`config.mk`:
```
export PLATFORM = sky130hd
export DESIGN_NAME = gbe_cfg_regs_flat
export DESIGN_NICKNAME = d
export VERILOG_FILES = /design/src/rtl/core/gbe_pkg.sv /design/src/rtl/core/gbe_intf.sv /design/src/rtl/core/gbe_cfg_regs.sv /design/src/flat_wrapper.sv
export SDC_FILE = /design/constraint.sdc
export NUM_CORES = 1
export LEC_CHECK = 0
export ABC_AREA = 1
export BUFFER_PORTS_ARGS = -buffer_cell sky130_fd_sc_hd__buf_4
export CORE_UTILIZATION = 35
export DETAILED_ROUTE_END_ITERATION = 7
export RECOVER_POWER = 25
export SYNTH_ARGS = -nofsm -noshare
export SYNTH_HDL_FRONTEND = slang
export SYNTH_SLANG_ARGS = --single-unit
```
`constraint.sdc`:
```
create_clock -name i_clk -period 1.35 [get_ports i_clk]
set_clock_uncertainty 0.15 [all_clocks]
set_input_delay 0.27 -clock i_clk [delete_from_list [all_inputs] [get_ports i_clk]]
set_output_delay 0.27 -clock i_clk [all_outputs]
set_load 0.01 [all_outputs]
```
`src/rtl/core/gbe_pkg.sv`:
```
// ----------------------------------------------------------------------------
// gbe_pkg
// Shared types and constants for the gyro bias estimator.
// ----------------------------------------------------------------------------
package gbe_pkg;

    localparam int CFG_IDX_W  = 2;
    localparam int CFG_DATA_W = 32;
    localparam int THRESH_W   = 15;
    localparam int TIMEOUT_W  = 16;

    localparam logic [CFG_IDX_W-1:0] CFG_STILL_THRESHOLD = 2'd0;
    localparam logic [CFG_IDX_W-1:0] CFG_STILL_TIMEOUT   = 2'd1;
    localparam logic [CFG_IDX_W-1:0] CFG_ADAPT_GAIN      = 2'd2;

    localparam logic [THRESH_W-1:0]   THRESH_RST  = 15'd48;
    localparam logic [TIMEOUT_W-1:0]  TIMEOUT_RST = 16'd300;
    localparam logic [CFG_DATA_W-1:0] GAIN_RST    = 32'd21085;

    typedef struct packed {
        logic [THRESH_W-1:0]  still_threshold;
        logic [TIMEOUT_W-1:0] still_timeout;
    } t_cfg;

endpackage

```
`src/rtl/core/gbe_intf.sv`:
```


interface gbe_cfg_if;
    logic                              valid;
    logic                              ready;
    logic [gbe_pkg::CFG_IDX_W-1:0]     index;
    logic [gbe_pkg::CFG_DATA_W-1:0]    data;

    modport source (output valid, index, data, input ready);
    modport sink   (input valid, index, data, output ready);
endinterface

```
`src/rtl/core/gbe_cfg_regs.sv`:
```
// ----------------------------------------------------------------------------
// gbe_cfg_regs
// Threshold, timeout and gain registers behind the write channel.
// ----------------------------------------------------------------------------
module gbe_cfg_regs #(
    parameter int GAIN_FRAC_BITS = 24
) (
    input  logic                      i_clk,
    input  logic                      i_rst_n,
    gbe_cfg_if.sink                   i_cfg,
    output gbe_pkg::t_cfg             o_cfg,
    output logic [GAIN_FRAC_BITS-1:0] o_gain
);

    gbe_pkg::t_cfg             r_cfg;
    logic [GAIN_FRAC_BITS-1:0] r_gain;

    assign i_cfg.ready = 1'b1;
    assign o_cfg       = r_cfg;
    assign o_gain      = r_gain;

    always_ff @(posedge i_clk) begin
        if (!i_rst_n) begin
            r_cfg.still_threshold <= gbe_pkg::THRESH_RST;
            r_cfg.still_timeout   <= gbe_pkg::TIMEOUT_RST;
            r_gain                <= gbe_pkg::GAIN_RST[GAIN_FRAC_BITS-1:0];
        end else if (i_cfg.valid) begin
            case (i_cfg.index)
                gbe_pkg::CFG_STILL_THRESHOLD: begin
                    r_cfg.still_threshold <= i_cfg.data[gbe_pkg::THRESH_W-1:0];
                end
                gbe_pkg::CFG_STILL_TIMEOUT: begin
                    r_cfg.still_timeout <= i_cfg.data[gbe_pkg::TIMEOUT_W-1:0];
                end
                gbe_pkg::CFG_ADAPT_GAIN: begin
                    r_gain <= i_cfg.data[GAIN_FRAC_BITS-1:0];
                end
                default: begin
                end
            endcase
        end
    end

endmodule

```
`src/flat_wrapper.sv`:
```
// flat-port wrapper written by rule: the top's interface ports become plain ports
module gbe_cfg_regs_flat 
#(
    parameter int GAIN_FRAC_BITS = 24
)
  (i_clk, i_rst_n, o_cfg, o_gain, i_cfg_valid, i_cfg_index, i_cfg_data, i_cfg_ready);
  gbe_cfg_if i_cfg_i ();
  input  logic i_clk;
  input  logic i_rst_n;
  output gbe_pkg::t_cfg o_cfg;
  output logic [GAIN_FRAC_BITS-1:0] o_gain;
  input wire logic [$bits(i_cfg_i.valid)-1:0] i_cfg_valid;
  input wire logic [$bits(i_cfg_i.index)-1:0] i_cfg_index;
  input wire logic [$bits(i_cfg_i.data)-1:0] i_cfg_data;
  output wire logic [$bits(i_cfg_i.ready)-1:0] i_cfg_ready;
  assign i_cfg_i.valid = i_cfg_valid;
  assign i_cfg_i.index = i_cfg_index;
  assign i_cfg_i.data = i_cfg_data;
  assign i_cfg_ready = i_cfg_i.ready;
  gbe_cfg_regs #(.GAIN_FRAC_BITS(GAIN_FRAC_BITS)) u_core (.i_clk(i_clk), .i_rst_n(i_rst_n), .i_cfg(i_cfg_i), .o_cfg(o_cfg), .o_gain(o_gain));
endmodule
```
Word level (Yosys, flattened, before mapping)
Cells that the tools add are included.
{"block": "op_classes", "n_eq_ne": 2, "n_reduce_logical": 4}
{"cell": "2-bit AND reduction", "n": 3}
{"cell": "2-bit by 1-bit equality test with 1-bit output, second input constant", "n": 1}
{"cell": "2-bit equality test, second input constant", "n": 1}
{"cell": "2-bit logical NOT", "n": 1}
{"block": "word_totals", "regBits": 55, "inputBits": 37, "output_inout_bits": 56}

Depth between registers and ports, before layout
Gate-level depths: netlist of run 1.
{"block": "logic_depth", "ltp_word": 2, "mapped_depth": 7}

Worst setup path before layout of run 1
No wires, ideal clock.
{"block": "synth_timing", "path_kind": "input to register", "startpoint": "in i_cfg_index[0]", "endpoint": "reg u_core.r_cfg, in the netlist u_core.o_cfg[20]", "arrival_time_ns": 0.909, "t_required_ns": 1.137, "setup_slack_ns": 0.228, "path_stages": 6, "n_path_buf": 3, "path_cell_list": "buf_6 > nor2_2 > buf_6 > buf_8 > nand3_1 > nand3_1"}
{"block": "synth_via", "elab_chain_len": 2}
{"element": "start, declared", "line": "flat_wrapper.sv:13", "rtl": "input wire logic [$bits(i_cfg_i.index)-1:0] i_cfg_index;"}
{"element": "2-bit logical NOT", "line": "gbe_cfg_regs.sv:28", "rtl": "case (i_cfg.index)"}
{"element": "2-bit AND reduction (no source line)"}
{"element": "end, declared", "line": "gbe_cfg_regs.sv:15", "rtl": "gbe_pkg::t_cfg r_cfg;"}
Every way passes these cells.
A chain may end at the register's enable or synchronous reset.

Final worst setup path of run 1
{"block": "layout_timing", "startpoint": "reg u_core.r_cfg, in the netlist u_core.o_cfg[23]", "endpoint": "out o_cfg[23] in the netlist's numbering"}
{"element": "end, declared", "line": "flat_wrapper.sv:10", "rtl": "output gbe_pkg::t_cfg o_cfg;"}
No word-level cell between the ends.

==> impl_metrics.tcl, run 1 <==
set metrics [dict create \
    status "completed" \
    cts_made_buffers 5 \
    vdd_drop_max_uv 503 \
    fp.dieArea_mm2 0.00690 \
    holdBufCountCts 0 \
    p_sw_share_pct 26.9 \
    p_int_mw 2.33 \
    crit_chain "buf_4" \
    ctsResizeCount 0 \
    cts_tree "built" \
    num_vias 2160 \
    antenna_found_initial 0 \
    cap_violations 0 \
    hold_depth 3 \
    rsz0062_at_grt "no" \
    drv_slew 0 \
    antennaDiodeCount 0 \
    r2r_setup_slack_ns 0.55 \
    vias_per_cell 4.43 \
    final_layout_size_suffix_gt1_share_pct 25.5 \
    hold_path_class "in2reg" \
    postPlaceCellArea_mm2 0.00301 \
    path_depth 1 \
    die_h_um 83.1 \
    grt_usage_pct 15.8 \
    power.density_mw_per_mm2 1040 \
    cts_max_path_buffers 2 \
    synth_area_mm2 0.00230 \
    critPathTopFamily "flip-flops" \
    dr.pass1.iters 4 \
    htreeDepth 2 \
    yosysSeqAreaShare_pct 47.9 \
    critPathArrivalTime_ns 0.81 \
    clock-root-buffer "clkbuf_8" \
    syn_to_final_growth_pct 32.8 \
    crit_path_end_kind "output pin" \
    clock-sinks 55 \
    p_sw_mw 0.854 \
    synth_top_area_share_pct 47.9 \
    antenna_left 0 \
    drt-total-wl_um 5390 \
    wl_per_cell_um 11.1 \
    fp.dieW_um 83.1 \
    syn-num-nets 369 \
    worstPathMaxFanout 2 \
    cpPeakStageDelay_ns 0.37 \
    port_buffers 83 \
    timing.final.crit_share_pct 91.1 \
    critPathSlowestCell "dfxtp_1" \
    postSynthAreaPerCell_um2 6.93 \
    synth_area_leaders "dfxtp_1, nand2_1, nor2_1, inv_1, nand3_1" \
    nets 447 \
    synth_seq_cells 55 \
    pre_cts_slack_ns 0.0792 \
    grt_pass1_wl_um 8780 \
    critPathRequiredTime_ns 0.93 \
    final-setup-viol-count 0 \
    synth_warnings 0 \
    p_leak_nw 1.65 \
    post_synth_inst_count 332 \
    period_needed_ns 1.23 \
    finalPower_mw 3.18 \
    worstSetupStartpointType "flip-flop" \
    combPwrFrac_pct 16.8 \
    seq_power_share_pct 55.1 \
    crit_type "reg2out" \
    post_cts_buffers 0 \
    final_area_mm2 0.00306 \
    clkPwrFrac_pct 28.0 \
    overflow 0 \
    core_area_mm2 0.00635 \
    drc 0 \
    clk_latency_ns 0.31 \
    row_count 29 \
    grt_max_degree 56 \
    start_util_pct 36.2 \
    fin_setup_tns_ns 0 \
    clk_pin_slew_ns 0.10 \
    synth_cell_types 18 \
    crit_buf_inv 1 \
    gp_congestion 0.727 \
    hold_violations 0 \
    whs_ns 0.0256 \
    io_pins 93 \
    max_freq_mhz 813 \
    synth_area_leader_cell "dfxtp_1" \
    place_hpwl_um 3800 \
    fin_ws_ns 0.120 \
    grt_pass1_vias 1931 \
    drtIter0Drc 90 \
    r2r_cells 4 \
]
cells in the mapped netlist:
library cell	count
nand2_1	93
nor2_1	69
dfxtp_1	55
inv_1	42
nand3_1	30
buf_2	11
a21oi_2	8
a21oi_1	5
buf_1	4
nand4_1	4
buf_4	2
buf_6	2
nor2_2	2
buf_8	1
clkbuf_1	1
conb_1	1
inv_2	1
nand3_4	1
registers in the layout, indices dropped and copies added, names as in the netlist:
register and count:
u_core.o_gain 24, u_core.o_cfg 31
cell type report:
class                   count  area (um^2)
clock inverters             2         12.5
multi-input cells         213          897
clock buffers               6         72.6
flip-flops and latches     55         1100
fillers                   701         3290
well taps                  77         96.3
repair buffers             92          714
inverters                  43          161
per-stage QoR:
stage / instances / util (%)
final: 488 / 48.1
after detailed placement: 480 / 47.4
after global placement: 480 / 47.4
after floorplan: 332 / -
after CTS: 488 / 48.8
after global routing: 488 / 48.1
layout by cell type, fill, tap and decap left out:
cell type / n
nand2_1: 93
buf_4: 85
nor2_1: 70
dfxtp_1: 55
inv_1: 43
nand3_1: 31
a21oi_2: 8
a21oi_1: 5
clkbuf_8: 5
nand4_1: 4
clkbuf_1: 4
buf_12: 3
nor2_2: 1
conb_1: 1
clkinvlp_4: 1
clkinv_2: 1
clkbuf_2: 1
kinds of logic after synthesis:
family	synth area share, %
simple gates	35.3
buf+inv	12.5
other cells	0.163
compound gates	4.13
flops	47.9
metal layers:
| metal | GRT usage [%] | up-vias | routed length (um) |
|---|---|---|---|
| li1 | - | 1142 | - |
| met1 | 20.6 | 951 | 2500 |
| met2 | 24.7 | 62 | 2480 |
| met3 | 5.57 | 5 | 365 |
| met4 | 4.23 | 0 | 47 |
| met5 | 0 | - | 0 |
path summary, 6_finish.rpt:
check / endpoint / from
worst max-delay path: o_cfg[23] / u_core.o_cfg[23]
worst min register to register: u_core.o_cfg[20] / u_core.o_cfg[20]
worst min-delay path: u_core.o_gain[17] / i_cfg_data[17]
worst max register to register: u_core.o_gain[11] / u_core.o_gain[11]
power groups by stage:
stage               Combinational, mW  Sequential [mW]  Clock, mW
global placement                0.548             1.79          0
finish                          0.534             1.75      0.892
global route                    0.597             1.76       1.02
floorplan                       0.248             1.83          0
detailed placement              0.556             1.79          0
CTS                             0.557             1.75      0.939
No activity file was read; power rests on OpenSTA's default activity.
==> run 2, diff against run 1 <==
Settings changed: SETUP_SLACK_MARGIN set to 0.5.
==> run 2 against run 1 <==
Fmax about the same; critical path depth unchanged; sequential share of layout area shrank 10 points; setup slack barely moved; non-clock buffer count grew 44; via count grew 21%; global-route usage rose by 6.8 points; die area unchanged; wire length up 59%; worst hold slack got worse by 0.011 ns; register-to-register slack got worse by 0.13 ns; final area rose by 48%; largest power group unchanged.
==> impl_metrics.tcl, run 2 (synthesis results as in run 1) <==
set metrics [dict create \
    dpl.cell_count 477 \
    crit_path_end_kind "output pin" \
    die_h_um 83.1 \
    rsz0062_at_grt "yes" \
    vdd_drop_max_uv 529 \
    crit_type "reg2out" \
    whs_ns 0.0151 \
    grt_usage_pct 22.6 \
    p_leak_nw 2.12 \
    cts_max_path_buffers 2 \
    hold_violations 0 \
    fp.dieW_um 83.1 \
    timing.final.crit_share_pct 91.1 \
    fin_setup_tns_ns 0 \
    critPathRequiredTime_ns 0.93 \
    port_buffers 83 \
    drtIter0Drc 86 \
    cts_tree "built" \
    grt_pass1_wl_um 12200 \
    p_int_mw 2.84 \
    vias_per_cell 4.88 \
    largest_reg_flops 31 \
    syn_to_final_growth_pct 96.2 \
    power.density_mw_per_mm2 868 \
    critPathSlowestCell "dfxtp_2" \
    combPwrFrac_pct 24.8 \
    start_util_pct 36.2 \
    wl_met1_um 3470 \
    period_needed_ns 1.23 \
    core_area_mm2 0.00635 \
    crit_chain "buf_6" \
    p_sw_share_pct 27.5 \
    clk_pin_slew_ns 0.11 \
    final-setup-viol-count 0 \
    worstSetupStartpointType "flip-flop" \
    clock-root-buffer "clkbuf_8" \
    cpPeakStageDelay_ns 0.38 \
    wl_met3_um 343 \
    final_layout_size_suffix_gt1_share_pct 63.3 \
    crit_buf_inv 1 \
    drc 0 \
    fp.dieArea_mm2 0.00690 \
    max_freq_mhz 813 \
    final_cells 535 \
    met2WireLength_um 4390 \
    place_hpwl_um 3740 \
    nets 494 \
    status "completed" \
    highest_layer "met4" \
    finalPower_mw 3.92 \
    gp_congestion 0.748 \
    drv_slew 0 \
    grt_max_degree 56 \
    drt-total-wl_um 8550 \
    hold_path_class "in2reg" \
    antenna_left 0 \
    grt_pass1_vias 2459 \
    io_pins 93 \
    wl_per_cell_um 16.0 \
    p_sw_mw 1.08 \
    dr.pass1.iters 4 \
    overflow 0 \
    critPathArrivalTime_ns 0.81 \
    antennaDiodeCount 0 \
    row_count 29 \
    holdBufCountCts 0 \
    cap_violations 0 \
    antenna_found_initial 0 \
    num_vias 2611 \
    final_cell_mix "buf_6, nand2_1, nor2_1, dfxtp_2, buf_4" \
    critPathTopFamily "flip-flops" \
    clk_latency_ns 0.31 \
    worstPathMaxFanout 2 \
    cts_made_buffers 5 \
    clkPwrFrac_pct 29.6 \
    htreeDepth 2 \
    clock-sinks 55 \
    seq_power_share_pct 45.6 \
    final_common_cell "buf_6" \
]
run 2: cell count changes in the layout (fill, tap and decap cells not counted), sizes merged:
cell    delta
clkbuf     -1
clkinv     +1
bufinv     +1
buf       +45
inv        -2
nand3      +3
run 2: area by class of cell:
cell class / instances / area [um^2]
Clock buffer: 6 / 82.6
Timing Repair Buffer: 136 / 1610
Multi-Input combinational cell: 216 / 1340
Clock inverter: 2 / 35.0
Inverter: 43 / 170
Sequential cell: 55 / 1180
Fill cell: 463 / 1840
Tap cell: 77 / 96.3
run 2: worst reg2reg max path: stages, from the launching register on:
cell     delay, ns
dfxtp_2       0.36
buf_4         0.14
a21oi_2       0.12
nor2_1        0.07
run 2: final timing paths:
path	endpoint	start	slack, ns	cells past startpoint
worst min register to register	u_core.o_cfg[5]	u_core.o_cfg[5]	0.34	2
worst max-delay path	o_cfg[29]	u_core.o_cfg[29]	0.12	1
worst min-delay path	u_core.o_gain[16]	i_cfg_data[16]	0.02	3
worst max register to register	u_core.o_cfg[29]	u_core.o_cfg[29]	0.42	3
run 2: power by group through the flow:
| stage | combinational (mW) | clock, mW | sequential [mW] |
|---|---|---|---|
| 4_1_cts | 0.833 | 1.16 | 1.79 |
| 6_report | 0.972 | 1.16 | 1.79 |
| 5_1_grt | 1.03 | 1.23 | 1.80 |
| 3_3_place_gp | 0.551 | 0 | 1.79 |
| 3_5_place_dp | 0.554 | 0 | 1.79 |
| 2_1_floorplan | 0.273 | 0 | 1.83 |
run 2: what timing repair did:
action / CTS / global route
buffers inserted: 21 / 16
resized for setup: 176 / 87
pin swaps: 13 / 31
setup endpoints to repair: 101 / 109
cloned: 13 / 0
run 2: stage by stage:
stage,setup slack (ns),utilization (%),instance area [um^2]
2_1_floorplan,0.287,-,2390
3_3_place_gp,0.0397,47.3,3000
3_5_place_dp,0.0215,47.3,3000
4_1_cts,0.129,65.3,4150
5_1_grt,0.0529,71.1,4510
6_report,0.120,71.1,4510
run 2: per-layer routing:
metal | vias to the layer above | GRT usage (%)
met5 | - | 0
met4 | 0 | 11.8
met3 | 24 | 2.88
met2 | 82 | 38.2
met1 | 1249 | 28.0
li1 | 1256 | -
==> run 3, diff against run 2 <==
Settings changed: REMOVE_ABC_BUFFERS set to 1.
==> run 3 against run 2 <==
Global-route usage decreased by 5.7 points; flip-flop and latch count stayed put; non-clock buffer count down 23; sequential share of layout area increased by 3.2 points; largest cell class is now multi-input combinational cells.
==> impl_metrics.tcl, run 3 (synthesis results as in run 1) <==
set metrics [dict create \
    postPlaceCellArea_mm2 0.00300 \
    final_cell_mix "buf_6, nor2_1, dfxtp_2" \
    overflow 0 \
    gp_congestion 0.729 \
    busiest_layer "met2" \
    clock-sinks 55 \
    p_sw_share_pct 25.8 \
    place_hpwl_um 3590 \
    syn_to_final_growth_pct 73.5 \
    dr.pass1.iters 4 \
    slew_headroom_pct 61.5 \
    hold_path_class "in2reg" \
    crit_path_end_kind "output pin" \
    row_count 29 \
    cts_tree "built" \
    utilization_pct 62.9 \
    fp.dieW_um 83.1 \
    port_buffers 83 \
    htreeDepth 2 \
    max_freq_mhz 831 \
    antenna_found_initial 0 \
    p_sw_mw 0.996 \
    period_needed_ns 1.20 \
    worst_pin_slew_ns 0.578 \
    io_pins 93 \
    grt_use_met2_pct 30.0 \
    final_area_mm2 0.00399 \
    vias_per_cell 4.59 \
    grt_max_degree 56 \
    nets 468 \
    cpPeakStageDelay_ns 0.37 \
    grt_pass1_vias 2082 \
    p_int_mw 2.87 \
    final_cells 509 \
    grt_pass1_wl_um 9560 \
    cap_violations 0 \
    num_vias 2338 \
    core_area_mm2 0.00635 \
    drt-total-wl_um 6580 \
    cts_made_buffers 5 \
    worstPathMaxFanout 2 \
    antennaDiodeCount 0 \
    clk_pin_slew_ns 0.10 \
    clock-root-buffer "clkbuf_8" \
    wl_per_cell_um 12.9 \
    dpl.cell_count 480 \
    combPwrFrac_pct 20.2 \
    antenna_left 0 \
    rsz0062_at_grt "yes" \
    cts_max_path_buffers 2 \
    p_leak_nw 1.91 \
    final_common_cell "buf_6" \
    use_met1_pct 20.3 \
    largest_reg_flops 31 \
    grt_usage_pct 16.9 \
    clkPwrFrac_pct 33.6 \
    finalPower_mw 3.86 \
    fp.dieArea_mm2 0.00690 \
    hold_violations 0 \
    fill_cells 565 \
    crit_chain "buf_6" \
    critPathTopFamily "flip-flops" \
    die_h_um 83.1 \
    vdd_drop_max_uv 463 \
    timing.final.crit_share_pct 89.1 \
    final-setup-viol-count 0 \
    start_util_pct 36.2 \
    crit_type "reg2out" \
    seq_power_share_pct 46.2 \
    worstSetupStartpointType "flip-flop" \
    critPathArrivalTime_ns 0.78 \
    fin_setup_tns_ns 0 \
    drc 0 \
    use_met3_pct 4.17 \
    crit_buf_inv 1 \
    drtIter0Drc 96 \
    power.density_mw_per_mm2 968 \
    status "completed" \
    drv_slew 0 \
    critPathRequiredTime_ns 0.93 \
    clk_latency_ns 0.30 \
    critPathSlowestCell "dfxtp_2" \
    final_layout_size_suffix_gt1_share_pct 59.7 \
]
==> run 3: repair_timing <==
| item | 4_1_cts | 5_1_grt |
|---|---|---|
| buffers inserted | 9 | 3 |
| resized for setup | 127 | 111 |
| pin swaps | 8 | 30 |
| setup endpoints to repair | 85 | 106 |
| cloned | 2 | 7 |
| hold buffers | 0 | 0 |
==> run 3: final timing paths <==
| kind | end | from | slack (ns) | depth (start not counted) |
|---|---|---|---|---|
| setup / recovery | o_gain[12] | u_core.o_gain[12] | 0.15 | 1 |
| setup reg to reg | u_core.o_cfg[18] | u_core.o_cfg[18] | 0.41 | 4 |
| hold reg to reg | u_core.o_gain[12] | u_core.o_gain[12] | 0.32 | 2 |
| hold / removal | u_core.o_gain[22] | i_cfg_data[22] | 0.02 | 3 |
==> run 3: per-layer routing <==
metal	vias to the layer above	wire (um)
met1	1088	2810
met3	7	239
met2	49	3480
met5	-	0
li1	1194	-
met4	0	55
==> run 3: cell type report <==
class	count	area (um^2)	area share [%]
sequential	55	1170	29.3
tap	77	96.3	2.41
inverter	43	164	4.11
clock buffer	6	72.6	1.82
multi-input combinational	213	1250	31.4
clock inverter	2	60.1	1.50
timing repair buffer	113	1180	29.5
==> run 3: through the flow <==
step           setup slack, ns  hold WS [ns]
6_report                 0.147        0.0151
5_1_grt                 0.0895        0.0142
4_1_cts                  0.152        0.0154
3_5_place_dp            0.0986         0.298
3_3_place_gp             0.115         0.296
2_1_floorplan           -0.209         0.204
==> run 3: power by group through the flow <==
stage                     combinational [mW]  clock, mW  sequential [mW]
after global routing                   0.844       1.39             1.80
after detailed placement               0.548          0             1.79
after floorplan                        0.187          0             1.83
after global placement                 0.539          0             1.79
after CTS                              0.659       1.32             1.78
final                                  0.779       1.30             1.79
